<file path="config.mk">
export PLATFORM = sky130hd
export DESIGN_NAME = polynomial_term_parser
export DESIGN_NICKNAME = d
export VERILOG_FILES = /design/src/rtl/ptp_pkg.sv /design/src/rtl/polynomial_term_parser.sv /design/src/rtl/ptp_step.sv /design/src/rtl/ptp_outq.sv
export VERILOG_INCLUDE_DIRS = /design/src /design/src/rtl
export SDC_FILE = /design/constraint.sdc
export NUM_CORES = 1
export LEC_CHECK = 0
export BUFFER_PORTS_ARGS = -buffer_cell sky130_fd_sc_hd__clkbuf_2
export CELL_PAD_IN_SITES_DETAIL_PLACEMENT = 0
export CELL_PAD_IN_SITES_GLOBAL_PLACEMENT = 1
export CORE_ASPECT_RATIO = 1.2
export CORE_MARGIN = 2
export CORE_UTILIZATION = 50
export CTS_BUF_LIST = sky130_fd_sc_hd__clkbuf_8
export CTS_CLUSTER_DIAMETER = 80
export DETAILED_ROUTE_END_ITERATION = 7
export HOLD_SLACK_MARGIN = 0.05
export PLACE_DENSITY_LB_ADDON = 0.1
export RECOVER_POWER = 50
export SYNTH_ARGS = -nofsm -noshare
export SYNTH_HDL_FRONTEND = slang
export SYNTH_SLANG_ARGS = --single-unit
</file>
<file path="constraint.sdc">
create_clock -name i_clk -period 5.36 [get_ports i_clk]
set_input_delay 0.268 -clock i_clk [delete_from_list [all_inputs] [get_ports i_clk]]
set_output_delay 0.268 -clock i_clk [all_outputs]
set_load 0.01 [all_outputs]
</file>
<file path="src/rtl/assert_macros.svh">
// Assertion helpers for the RTL
`ifndef ASSERT_MACROS_SVH
`define ASSERT_MACROS_SVH

// Property must hold at every clock edge out of reset
`define ASSERT_ALWAYS(label, clk, rst_n, prop, msg) \
    label: assert property (@(posedge clk) disable iff (!rst_n) (prop)) else $error(msg);

// Consequent must hold in the cycle after the antecedent
`define ASSERT_NEXT(label, clk, rst_n, ante, cons, msg) \
    label: assert property (@(posedge clk) disable iff (!rst_n) (ante) |=> (cons)) \
        else $error(msg);

`endif

</file>
<file path="src/rtl/ptp_pkg.sv">
`default_nettype none

package ptp_pkg;

    // Text limits and saturation points
    localparam logic [15:0] MAX_TEXT_LEN = 16'hFFFF;
    localparam logic [30:0] MAG_MAX      = 31'h7FFF_FFFF;
    localparam logic [15:0] POW_MAX      = 16'hFFFF;

    // Characters with a meaning of their own
    localparam logic [7:0] CH_CARET = 8'h5E;
    localparam logic [7:0] CH_ZERO  = 8'h30;
    localparam logic [7:0] CH_PLUS  = 8'h2B;
    localparam logic [7:0] CH_MINUS = 8'h2D;

    // Result queue size
    localparam int Q_DEPTH = 4;
    localparam int Q_CNT_W = $clog2(Q_DEPTH + 1);

    typedef enum logic [3:0] {
        PH_START  = 4'd0,
        PH_SIGNED = 4'd1,
        PH_COEF   = 4'd2,
        PH_VAR    = 4'd3,
        PH_CARET  = 4'd4,
        PH_EXP    = 4'd5,
        PH_AFTER  = 4'd6,
        PH_DRAIN  = 4'd7
    } t_phase;

    typedef enum logic [2:0] {
        K_TERM   = 3'd0,
        K_END    = 3'd1,
        K_NOCOEF = 3'd2,
        K_NOEXP  = 3'd3,
        K_BADCH  = 3'd4
    } t_kind;

    typedef struct packed {
        logic       action;
        logic [7:0] character;
    } t_request;

    typedef struct packed {
        t_kind              kind;
        logic signed [31:0] coefficient;
        logic [15:0]        exponent;
        logic [15:0]        position;
        logic               last;
    } t_result;

    typedef struct packed {
        t_phase      phase;
        logic        negative;
        logic [30:0] magnitude;
        logic [15:0] power;
        logic [15:0] char_index;
    } t_state;

    localparam t_state STATE_RESET = '{
        phase:      PH_START,
        negative:   1'b0,
        magnitude:  31'd0,
        power:      16'd0,
        char_index: 16'd0
    };

endpackage

`default_nettype wire

</file>
<file path="src/rtl/polynomial_term_parser.sv">
// Streaming polynomial term parser.
// Input channel (i_valid, i_req, o_stall): one request per text byte, or an
// end-of-string marker with action set. A request is taken at a clock edge
// with i_valid high and o_stall low.
// Output channel (o_valid, o_res, i_stall): one result per handshake; terms,
// errors with their position, and an end result closing each string. The
// last flag marks the final result caused by a request.
// Results of a request enter the result queue as it is taken. Throughput:
// one byte per cycle while o_stall is low and bytes give at most one
// result; a byte giving two results (term plus bad character, or term
// plus end) queues both at once. A four-entry result queue decouples the
// sides; o_stall rises when fewer than two entries are free.
// Reset clears the parse state and empties the queue. When the receiver
// stalls, the head result holds and the queue fills until o_stall rises.
`default_nettype none

module polynomial_term_parser (
    input  wire                    i_clk,
    input  wire                    i_rst_n,
    input  wire                    i_valid,
    input  wire ptp_pkg::t_request i_req,
    output logic                   o_stall,
    output logic                   o_valid,
    output ptp_pkg::t_result       o_res,
    input  wire                    i_stall
);
    import ptp_pkg::*;

    t_state             r_state;
    t_state             n_state;
    logic [1:0]         step_cnt;
    t_result            step_res0;
    t_result            step_res1;
    logic [Q_CNT_W-1:0] q_count;
    logic               in_acc;
    logic               out_acc;
    logic [1:0]         push_cnt;

    assign in_acc   = i_valid && !o_stall;
    assign out_acc  = o_valid && !i_stall;
    assign push_cnt = in_acc ? step_cnt : 2'd0;

    ptp_step u_step (
        .i_state (r_state),
        .i_req   (i_req),
        .o_next  (n_state),
        .o_cnt   (step_cnt),
        .o_res0  (step_res0),
        .o_res1  (step_res1)
    );

    // Parse state advances on every taken request
    always_ff @(posedge i_clk) begin
        if (!i_rst_n) begin
            r_state <= STATE_RESET;
        end else if (in_acc) begin
            r_state <= n_state;
        end
    end

    ptp_outq u_outq (
        .i_clk      (i_clk),
        .i_rst_n    (i_rst_n),
        .i_push_cnt (push_cnt),
        .i_push0    (step_res0),
        .i_push1    (step_res1),
        .i_pop      (out_acc),
        .o_head     (o_res),
        .o_count    (q_count)
    );

    // Hold off requests unless two queue entries are free
    assign o_stall = (q_count > Q_CNT_W'(Q_DEPTH - 2));
    assign o_valid = (q_count != '0);

`include "assert_macros.svh"

    `ASSERT_ALWAYS(a_q_bound, i_clk, i_rst_n, q_count <= Q_CNT_W'(Q_DEPTH), "queue overflow")
    `ASSERT_NEXT(a_end_out, i_clk, i_rst_n, in_acc && i_req.action, o_valid, "end lost")
    `ASSERT_NEXT(a_end_rst, i_clk, i_rst_n, in_acc && i_req.action, r_state.phase == PH_START && r_state.char_index == 16'd0, "state not cleared at end")
    `ASSERT_ALWAYS(a_end_last, i_clk, i_rst_n, !o_valid || o_res.kind != K_END || o_res.last, "end without last")

endmodule

`default_nettype wire

</file>
<file path="src/rtl/ptp_step.sv">
`default_nettype none

module ptp_step (
    input  wire ptp_pkg::t_state   i_state,
    input  wire ptp_pkg::t_request i_req,
    output ptp_pkg::t_state        o_next,
    output logic [1:0]             o_cnt,
    output ptp_pkg::t_result       o_res0,
    output ptp_pkg::t_result       o_res1
);
    import ptp_pkg::*;

    function automatic logic is_ws(input logic [7:0] c);
        return (c == 8'd32) || (c >= 8'd9 && c <= 8'd13);
    endfunction

    function automatic logic is_dig(input logic [7:0] c);
        return (c >= CH_ZERO) && (c <= 8'h39);
    endfunction

    function automatic logic is_let(input logic [7:0] c);
        return (c >= 8'h41 && c <= 8'h5A) || (c >= 8'h61 && c <= 8'h7A);
    endfunction

    function automatic logic is_sign(input logic [7:0] c);
        return (c == CH_PLUS) || (c == CH_MINUS);
    endfunction

    function automatic t_result mk_res(input t_kind k, input logic [15:0] pos);
        t_result r;
        r             = '0;
        r.kind        = k;
        r.position    = pos;
        return r;
    endfunction

    logic [7:0]  ch;
    logic [3:0]  digit;
    logic [34:0] mag_acc;
    logic [30:0] mag_sat;
    logic [19:0] pow_acc;
    logic [15:0] pow_sat;
    logic [31:0] mag_ext;
    t_result     term_res;
    t_result     res0;
    t_result     res1;
    t_state      nxt;
    logic [1:0]  cnt;

    assign ch    = i_req.character;
    assign digit = 4'(ch - CH_ZERO);

    // Decimal accumulate with saturation
    assign mag_acc = ({4'b0, i_state.magnitude} << 3) + ({4'b0, i_state.magnitude} << 1)
                   + 35'(digit);
    assign mag_sat = (mag_acc > 35'(MAG_MAX)) ? MAG_MAX : mag_acc[30:0];
    assign pow_acc = ({4'b0, i_state.power} << 3) + ({4'b0, i_state.power} << 1)
                   + 20'(digit);
    assign pow_sat = (pow_acc > 20'(POW_MAX)) ? POW_MAX : pow_acc[15:0];

    // Finished term from the current state
    assign mag_ext = {1'b0, i_state.magnitude};
    always_comb begin
        term_res             = '0;
        term_res.kind        = K_TERM;
        term_res.coefficient = i_state.negative ? (32'd0 - mag_ext) : mag_ext;
        term_res.exponent    = i_state.power;
    end

    // Parse one request
    always_comb begin
        nxt  = i_state;
        cnt  = 2'd0;
        res0 = '0;
        res1 = '0;

        if (i_req.action) begin
            case (i_state.phase)
                PH_SIGNED: begin
                    res0 = mk_res(K_NOCOEF, i_state.char_index);
                    cnt  = 2'd1;
                end
                PH_CARET: begin
                    res0 = mk_res(K_NOEXP, i_state.char_index);
                    cnt  = 2'd1;
                end
                PH_COEF, PH_VAR, PH_EXP: begin
                    res0 = term_res;
                    cnt  = 2'd1;
                end
                default: begin
                end
            endcase
            if (cnt == 2'd0) begin
                res0      = mk_res(K_END, 16'd0);
                res0.last = 1'b1;
                cnt       = 2'd1;
            end else begin
                res1      = mk_res(K_END, 16'd0);
                res1.last = 1'b1;
                cnt       = 2'd2;
            end
            nxt = STATE_RESET;
        end else begin
            case (i_state.phase)
                PH_START, PH_SIGNED: begin
                    if (is_ws(ch)) begin
                    end else if (i_state.phase == PH_START && is_sign(ch)) begin
                        nxt.magnitude = '0;
                        nxt.power     = '0;
                        nxt.negative  = (ch == CH_MINUS);
                        nxt.phase     = PH_SIGNED;
                    end else if (is_dig(ch)) begin
                        nxt.magnitude = 31'(digit);
                        nxt.phase     = PH_COEF;
                    end else if (is_let(ch)) begin
                        nxt.magnitude = 31'd1;
                        nxt.power     = 16'd1;
                        nxt.phase     = PH_VAR;
                    end else begin
                        res0      = mk_res(K_NOCOEF, i_state.char_index);
                        cnt       = 2'd1;
                        nxt.phase = PH_DRAIN;
                    end
                end
                PH_COEF, PH_VAR, PH_EXP: begin
                    if (i_state.phase == PH_COEF && is_dig(ch)) begin
                        nxt.magnitude = mag_sat;
                    end else if (i_state.phase == PH_COEF && is_let(ch)) begin
                        nxt.power = 16'd1;
                        nxt.phase = PH_VAR;
                    end else if (i_state.phase == PH_VAR && ch == CH_CARET) begin
                        nxt.phase = PH_CARET;
                    end else if (i_state.phase == PH_EXP && is_dig(ch)) begin
                        nxt.power = pow_sat;
                    end else begin
                        // Close the term, then look at the byte that closed it
                        res0          = term_res;
                        cnt           = 2'd1;
                        nxt.negative  = 1'b0;
                        nxt.magnitude = '0;
                        nxt.power     = '0;
                        if (is_ws(ch)) begin
                            nxt.phase = PH_AFTER;
                        end else if (is_sign(ch)) begin
                            nxt.negative = (ch == CH_MINUS);
                            nxt.phase    = PH_SIGNED;
                        end else begin
                            res1      = mk_res(K_BADCH, i_state.char_index);
                            cnt       = 2'd2;
                            nxt.phase = PH_DRAIN;
                        end
                    end
                end
                PH_CARET: begin
                    if (is_dig(ch)) begin
                        nxt.power = 16'(digit);
                        nxt.phase = PH_EXP;
                    end else begin
                        res0      = mk_res(K_NOEXP, i_state.char_index);
                        cnt       = 2'd1;
                        nxt.phase = PH_DRAIN;
                    end
                end
                PH_AFTER: begin
                    if (is_ws(ch)) begin
                    end else if (is_sign(ch)) begin
                        nxt.magnitude = '0;
                        nxt.power     = '0;
                        nxt.negative  = (ch == CH_MINUS);
                        nxt.phase     = PH_SIGNED;
                    end else begin
                        res0      = mk_res(K_BADCH, i_state.char_index);
                        cnt       = 2'd1;
                        nxt.phase = PH_DRAIN;
                    end
                end
                default: begin
                    nxt.phase = PH_DRAIN;
                end
            endcase

            // Advance the index, holding at the limit
            if (i_state.char_index != MAX_TEXT_LEN) begin
                nxt.char_index = i_state.char_index + 16'd1;
            end

            // Flag the final result of this request
            if (cnt == 2'd1) begin
                res0.last = 1'b1;
            end else if (cnt == 2'd2) begin
                res1.last = 1'b1;
            end
        end
    end

    assign o_next = nxt;
    assign o_cnt  = cnt;
    assign o_res0 = res0;
    assign o_res1 = res1;

endmodule

`default_nettype wire

</file>
<file path="src/rtl/ptp_outq.sv">
`default_nettype none

module ptp_outq (
    input  wire                         i_clk,
    input  wire                         i_rst_n,
    input  wire [1:0]                   i_push_cnt,
    input  wire ptp_pkg::t_result       i_push0,
    input  wire ptp_pkg::t_result       i_push1,
    input  wire                         i_pop,
    output ptp_pkg::t_result            o_head,
    output logic [ptp_pkg::Q_CNT_W-1:0] o_count
);
    import ptp_pkg::*;

    t_result              r_q [Q_DEPTH];
    t_result              n_q [Q_DEPTH];
    logic [Q_CNT_W-1:0]   r_count;
    logic [Q_CNT_W-1:0]   n_count;
    logic [Q_CNT_W-1:0]   base;

    // Shift on pop, then append up to two results behind the survivors
    assign base = r_count - Q_CNT_W'(i_pop);

    always_comb begin
        for (int i = 0; i < Q_DEPTH; i++) begin
            if (i_pop && i < Q_DEPTH - 1) begin
                n_q[i] = r_q[i + 1];
            end else begin
                n_q[i] = r_q[i];
            end
            if (i_push_cnt != 2'd0 && base == Q_CNT_W'(i)) begin
                n_q[i] = i_push0;
            end
            if (i_push_cnt == 2'd2 && base + Q_CNT_W'(1) == Q_CNT_W'(i)) begin
                n_q[i] = i_push1;
            end
        end
        n_count = base + Q_CNT_W'(i_push_cnt);
    end

    always_ff @(posedge i_clk) begin
        if (!i_rst_n) begin
            r_count <= '0;
        end else begin
            r_count <= n_count;
        end
    end

    always_ff @(posedge i_clk) begin
        for (int i = 0; i < Q_DEPTH; i++) begin
            r_q[i] <= n_q[i];
        end
    end

    assign o_head  = r_q[0];
    assign o_count = r_count;

endmodule

`default_nettype wire
</file>
==> impl_summary.txt <==
----------------------------------------------------
[Drt]
  Number of routed nets with antenna violations ... 0
  Drt drc ... 0
  Per-cell routed wire length ... roughly 19 um
  Length of the first detailed-routing pass in iterations ... 5
  Via count ... approximately 15,000
  Wire length after detailed routing ... 48.70 mm
  Detailed-route vias per instance ... between 5 and 6
  Drt initial violations ... 798

[Synthesis]
  Post-synthesis instance area ... between 0.015 and 0.02 mm^2
  Library cell occupying the most area in the post-synthesis netlist ... sky130_fd_sc_hd__dfxtp_1
  Primary flip-flop cell chosen by synthesis mapping ... sky130_fd_sc_hd__dfxtp_1
  Gate count of the mapped netlist ... roughly 2,000
  Yosys warns ... 0
  Synth top area share ... between 20% and 30%
  Share of async-settable or async-resettable flops after synthesis ... 0%
  Fraction of the yosys area taken by sequential cells ... between 40% and 50%
  EDFF count, synth ... 76
  Mapped Nets ... roughly 2,100
  Mapped Avg Cell Area ... approximately 9.2 um^2
  Yosys reg bits ... 342
  Largest cells by area after synthesis ... sky130_fd_sc_hd__dfxtp_1 (29%), sky130_fd_sc_hd__edfxtp_1 (12%), sky130_fd_sc_hd__mux2i_1 (8.4%)
  Count of cell types in the netlist ... between 80 and 90

[Worst hold path]
  Number of cells on the worst hold path ... 3
  Worst min-delay path class ... in2reg
  Worst Hold Endpoint ... r_state[17]$_SDFFE_PN0P_
  Worst Hold Launch ... i_req[1]

[Die]
  Initial Utilization ... 50.56%
  Die outline area ... a little under 0.04 mm^2
  Core Rows ... 77
  Die width ... 179.9 um
  Top-level I/O count ... 83
  Height of the chip ... 215.0 um
  Core area ... 0.03671 mm^2

[Pwr]
  Pwr/cell area ... 454.1 mW/mm^2
  Combinational share of power ... ~33%
  Final Power ... between 0.009 and 0.01 W
  Leakage power ... around 8.5 nW
  Largest voltage drop on the vdd net ... about 220 uV
  Net Switching ... about 0.0032 W
  Part of the power in registers ... a little over two fifths
  Net Sw Frac ... 35.34%
  Part of the power in the clock network ... around a quarter
  Internal power ... between 0.005 and 0.006 W

[Global routing]
  Antenna violations before repair ... 2
  Maximum number of pins on one net before global-route repair ... around 100
  Gr ovfl total ... 0
  Via count of the first global-routing pass ... 15,020
  Wire length of the first global-routing pass ... 78.78 mm
  GRT Resource Usage Total ... between 20% and 30%

[Timing]
  Shortest clock period the worst path allows after layout ... between 4 and 5 ns
  # setup viols final ... 0
  Final worst clock skew ... about 0.038 ns
  Post-route fraction of the period consumed by the critical path ... between 90 and 100%
  Count of pins over their slew limit ... 197
  Max Clock Freq ... around 210 MHz
  Setup total negative slack ... 0 ns
  Unrepaired setup endpoints after global routing ... no
  Worst slew pin tran ... approximately 2.4 ns
  Remaining max-slew budget at the tightest pin ... -60.50%
  Final hold violation count ... 0
  Worst hold margin ... between 0.1 and 0.15 ns

[Clock network]
  Clock tree root driver cell ... sky130_fd_sc_hd__clkbuf_8
  H-Tree Level Count ... 2
  Number of clock sinks seen by CTS ... approximately 340
  Worst skew pair latency ... about 0.63 ns
  Post-CTS resize count ... 0
  Maximum number of buffers from clock root to sink ... 3
  Clock buffers created by TritonCTS ... 55
  CTS clk-pin slew, worst paths ... around 0.060 ns
  CTS tree ... done

[Run]
  Max-cap violations ... 4

[Setup path]
  Worst Setup End Kind ... flip-flop
  Critical Path Slowest Stage Cell ... sky130_fd_sc_hd__a21oi_1
  Worst r2r path cells ... 12
  Maximum fanout encountered on the critical timing path ... 28
  Capture instance of the worst register-to-register path ... u_outq.r_q[3][33]$_SDFFE_PP0N_
  Critical path data required time ... roughly 5.9 ns
  WS Path Type ... in2reg
  CP arrival ... between 5 and 6 ns
  Worst path bufs/invs ... 3
  Reg-to-reg startpoint ... u_outq.o_count[2]$_SDFF_PN0_
  Series of cell instances along the critical path ... dlygate4sd3_1 > clkbuf_1 > or4_1 > nor2_1 > o31ai_1 > a211oi_2 > nor2_1 > a21oi_1 > buf_4 > nand3_1 > a21oi_1
  Register-to-register setup slack ... 0.55 ns
  Launching element type of the critical path ... input pin
  Gate family responsible for the most delay along the worst path ... compound AO/OA/AOI/OAI gates
  Critical Path Max Stage Delay ... between 1.5 and 2 ns

[Status]
  Violations in the final reports ... max-capacitance violations, max-slew violations
  Run status ... finished with violations

[Place]
  Dpl hpwl ... approximately 32 mm
  Port-buffer cells ... 82
  Final GP Congestion ... approximately 0.88

[Finish]
  Share of post-route cells with drive strength above 1 ... 6.823%
  Net total in the final layout ... roughly 2,200
  Fill cell instance count of the final layout ... 3,421
  Footprint of the multi-input gates ... 0.01031 mm^2
  Reg area ... between 0.007 and 0.008 mm^2
  Final Util ... between 50% and 60%
  Area growth, synth to finish ... 8.859%

----------------------------------------------------
## sequential cells by signal (all words and copies together), names as in the netlist
name,cells
u_outq.r_q,272
r_state,67
u_outq.o_count,3
## kinds of logic (layout without fill, tap and decap cells)
kind of cell | Yosys count | after routing | synth area share (%)
fa+ha+maj | 103 | 103 | 7.147
compound gates | 574 | 574 | 21.12
buf+inv | 166 | 236 | 3.722
mux | 157 | 157 | 8.475
other cells | 0 | 2 | 0
xor+xnor | 87 | 87 | 4.106
flops | 342 | 342 | 40.99
simple gates | 597 | 597 | 14.44
## area by class of cell
cell class | instances | area share [%]
Multi-Input combinational cell | 1518 | 51.05
Clock buffer | 64 | 4.360
Inverter | 26 | 0.4831
Tap cell | 474 | 2.936
Sequential cell | 342 | 37.66
Clock inverter | 37 | 0.9476
Antenna cell | 2 | 0.02477
Timing Repair Buffer | 109 | 2.546
## metrics by stage
step	std cells	setup slack (ns)	instance area, um^2
final	2572	0.4940	20200
after global routing	2572	0.2357	20200
after CTS	2570	0.8881	20350
after detailed placement	2467	0.9293	19260
after global placement	2467	1.077	19260
after floorplan	2026	0.9832	18560
## power groups by stage
stage	Combinational, W	Sequential [W]	Clock [W]
5_1_grt	0.00338	0.00399	0.00237
6_report	0.00306	0.00391	0.00220
3_3_place_gp	0.00306	0.00394	0
4_1_cts	0.00315	0.00392	0.00226
2_1_floorplan	0.00219	0.00396	0
3_5_place_dp	0.00314	0.00397	0
## placed cells by master, fill, tap and decap left out, types with 8 or more instances in the layout
cell type,count
sky130_fd_sc_hd__a211oi_1,160
sky130_fd_sc_hd__a21o_1,15
sky130_fd_sc_hd__a21oi_1,173
sky130_fd_sc_hd__a22o_1,48
sky130_fd_sc_hd__a31oi_1,11
sky130_fd_sc_hd__and2_1,8
sky130_fd_sc_hd__and3_1,11
sky130_fd_sc_hd__buf_4,20
sky130_fd_sc_hd__clkbuf_1,73
sky130_fd_sc_hd__clkbuf_2,13
sky130_fd_sc_hd__clkbuf_8,64
sky130_fd_sc_hd__clkinv_1,8
sky130_fd_sc_hd__dfxtp_1,266
sky130_fd_sc_hd__edfxtp_1,76
sky130_fd_sc_hd__ha_1,98
sky130_fd_sc_hd__inv_1,43
sky130_fd_sc_hd__mux2i_1,156
sky130_fd_sc_hd__nand2_1,200
sky130_fd_sc_hd__nand2b_1,9
sky130_fd_sc_hd__nand3_1,33
sky130_fd_sc_hd__nand4_1,9
sky130_fd_sc_hd__nor2_1,224
sky130_fd_sc_hd__nor2b_1,25
sky130_fd_sc_hd__nor3_1,21
sky130_fd_sc_hd__nor4_1,9
sky130_fd_sc_hd__o211ai_1,33
sky130_fd_sc_hd__o21a_1,9
sky130_fd_sc_hd__o21ai_0,55
sky130_fd_sc_hd__o31ai_1,11
sky130_fd_sc_hd__or3_1,10
sky130_fd_sc_hd__xnor2_1,32
sky130_fd_sc_hd__xor2_1,55
## synth_stat cells (8+ instances only)
cell type	count
sky130_fd_sc_hd__a211oi_1	160
sky130_fd_sc_hd__a21o_1	15
sky130_fd_sc_hd__a21oi_1	172
sky130_fd_sc_hd__a22o_1	48
sky130_fd_sc_hd__a31oi_1	11
sky130_fd_sc_hd__and2_1	10
sky130_fd_sc_hd__and3_1	11
sky130_fd_sc_hd__buf_1	8
sky130_fd_sc_hd__buf_2	39
sky130_fd_sc_hd__clkbuf_1	88
sky130_fd_sc_hd__dfxtp_1	266
sky130_fd_sc_hd__edfxtp_1	76
sky130_fd_sc_hd__ha_1	98
sky130_fd_sc_hd__inv_1	23
sky130_fd_sc_hd__mux2i_1	156
sky130_fd_sc_hd__nand2_1	199
sky130_fd_sc_hd__nand2b_1	10
sky130_fd_sc_hd__nand3_1	36
sky130_fd_sc_hd__nand4_1	9
sky130_fd_sc_hd__nor2_1	224
sky130_fd_sc_hd__nor2b_1	25
sky130_fd_sc_hd__nor3_1	21
sky130_fd_sc_hd__nor4_1	9
sky130_fd_sc_hd__o211ai_1	33
sky130_fd_sc_hd__o21a_1	9
sky130_fd_sc_hd__o21ai_0	55
sky130_fd_sc_hd__o31ai_1	11
sky130_fd_sc_hd__or3_1	10
sky130_fd_sc_hd__xnor2_1	32
sky130_fd_sc_hd__xor2_1	55
## repair_timing
action	4_1_cts	5_1_grt
hold buffers	2	0
buffers inserted	0	0
endpoints found under the setup margin	0	0
hold endpoints to repair	3	0
## worst register-to-register path: stages (launching register included)
cell	delay, ns
sky130_fd_sc_hd__dfxtp_1	0.33
sky130_fd_sc_hd__or3_1	0.42
sky130_fd_sc_hd__nand2b_2	0.11
sky130_fd_sc_hd__inv_2	0.08
sky130_fd_sc_hd__ha_1	0.19
sky130_fd_sc_hd__ha_1	0.35
sky130_fd_sc_hd__nor2_1	0.21
sky130_fd_sc_hd__ha_1	0.23
sky130_fd_sc_hd__nand2_1	0.09
sky130_fd_sc_hd__a21oi_1	1.78
sky130_fd_sc_hd__buf_4	0.62
sky130_fd_sc_hd__nand3_1	0.16
sky130_fd_sc_hd__a21oi_1	0.15
## per-layer routing
metal	track usage (%)	vias to the layer above	wire (um)
met5	0	-	0
met2	43.51	314	23700
met1	31.46	7405	22060
met3	2.966	82	1855
li1	-	7502	-
met4	7.425	0	1082
## how the worst max path moves through the flow
| stage | from | end | slack [ns] | depth (start not counted) |
|---|---|---|---|---|
| after global routing | i_req[0] | u_outq.r_q[3][28]$_SDFFE_PP0N_ | 0.24 | 11 |
| after detailed placement | i_req[3] | r_state[60]$_SDFFE_PN0P_ | 0.93 | 14 |
| final | i_req[0] | u_outq.r_q[3][33]$_SDFFE_PP0N_ | 0.49 | 11 |
| after CTS | r_state[32]$_SDFFE_PN0P_ | r_state[60]$_SDFFE_PN0P_ | 0.89 | 13 |
| after global placement | i_req[3] | r_state[60]$_SDFFE_PN0P_ | 1.08 | 14 |
| after floorplan | u_outq.o_count[2]$_SDFF_PN0_ | u_outq.r_q[0][0]$_DFFE_PP_ | 0.98 | 17 |
Note: power is estimated with default switching activity, not from simulation.
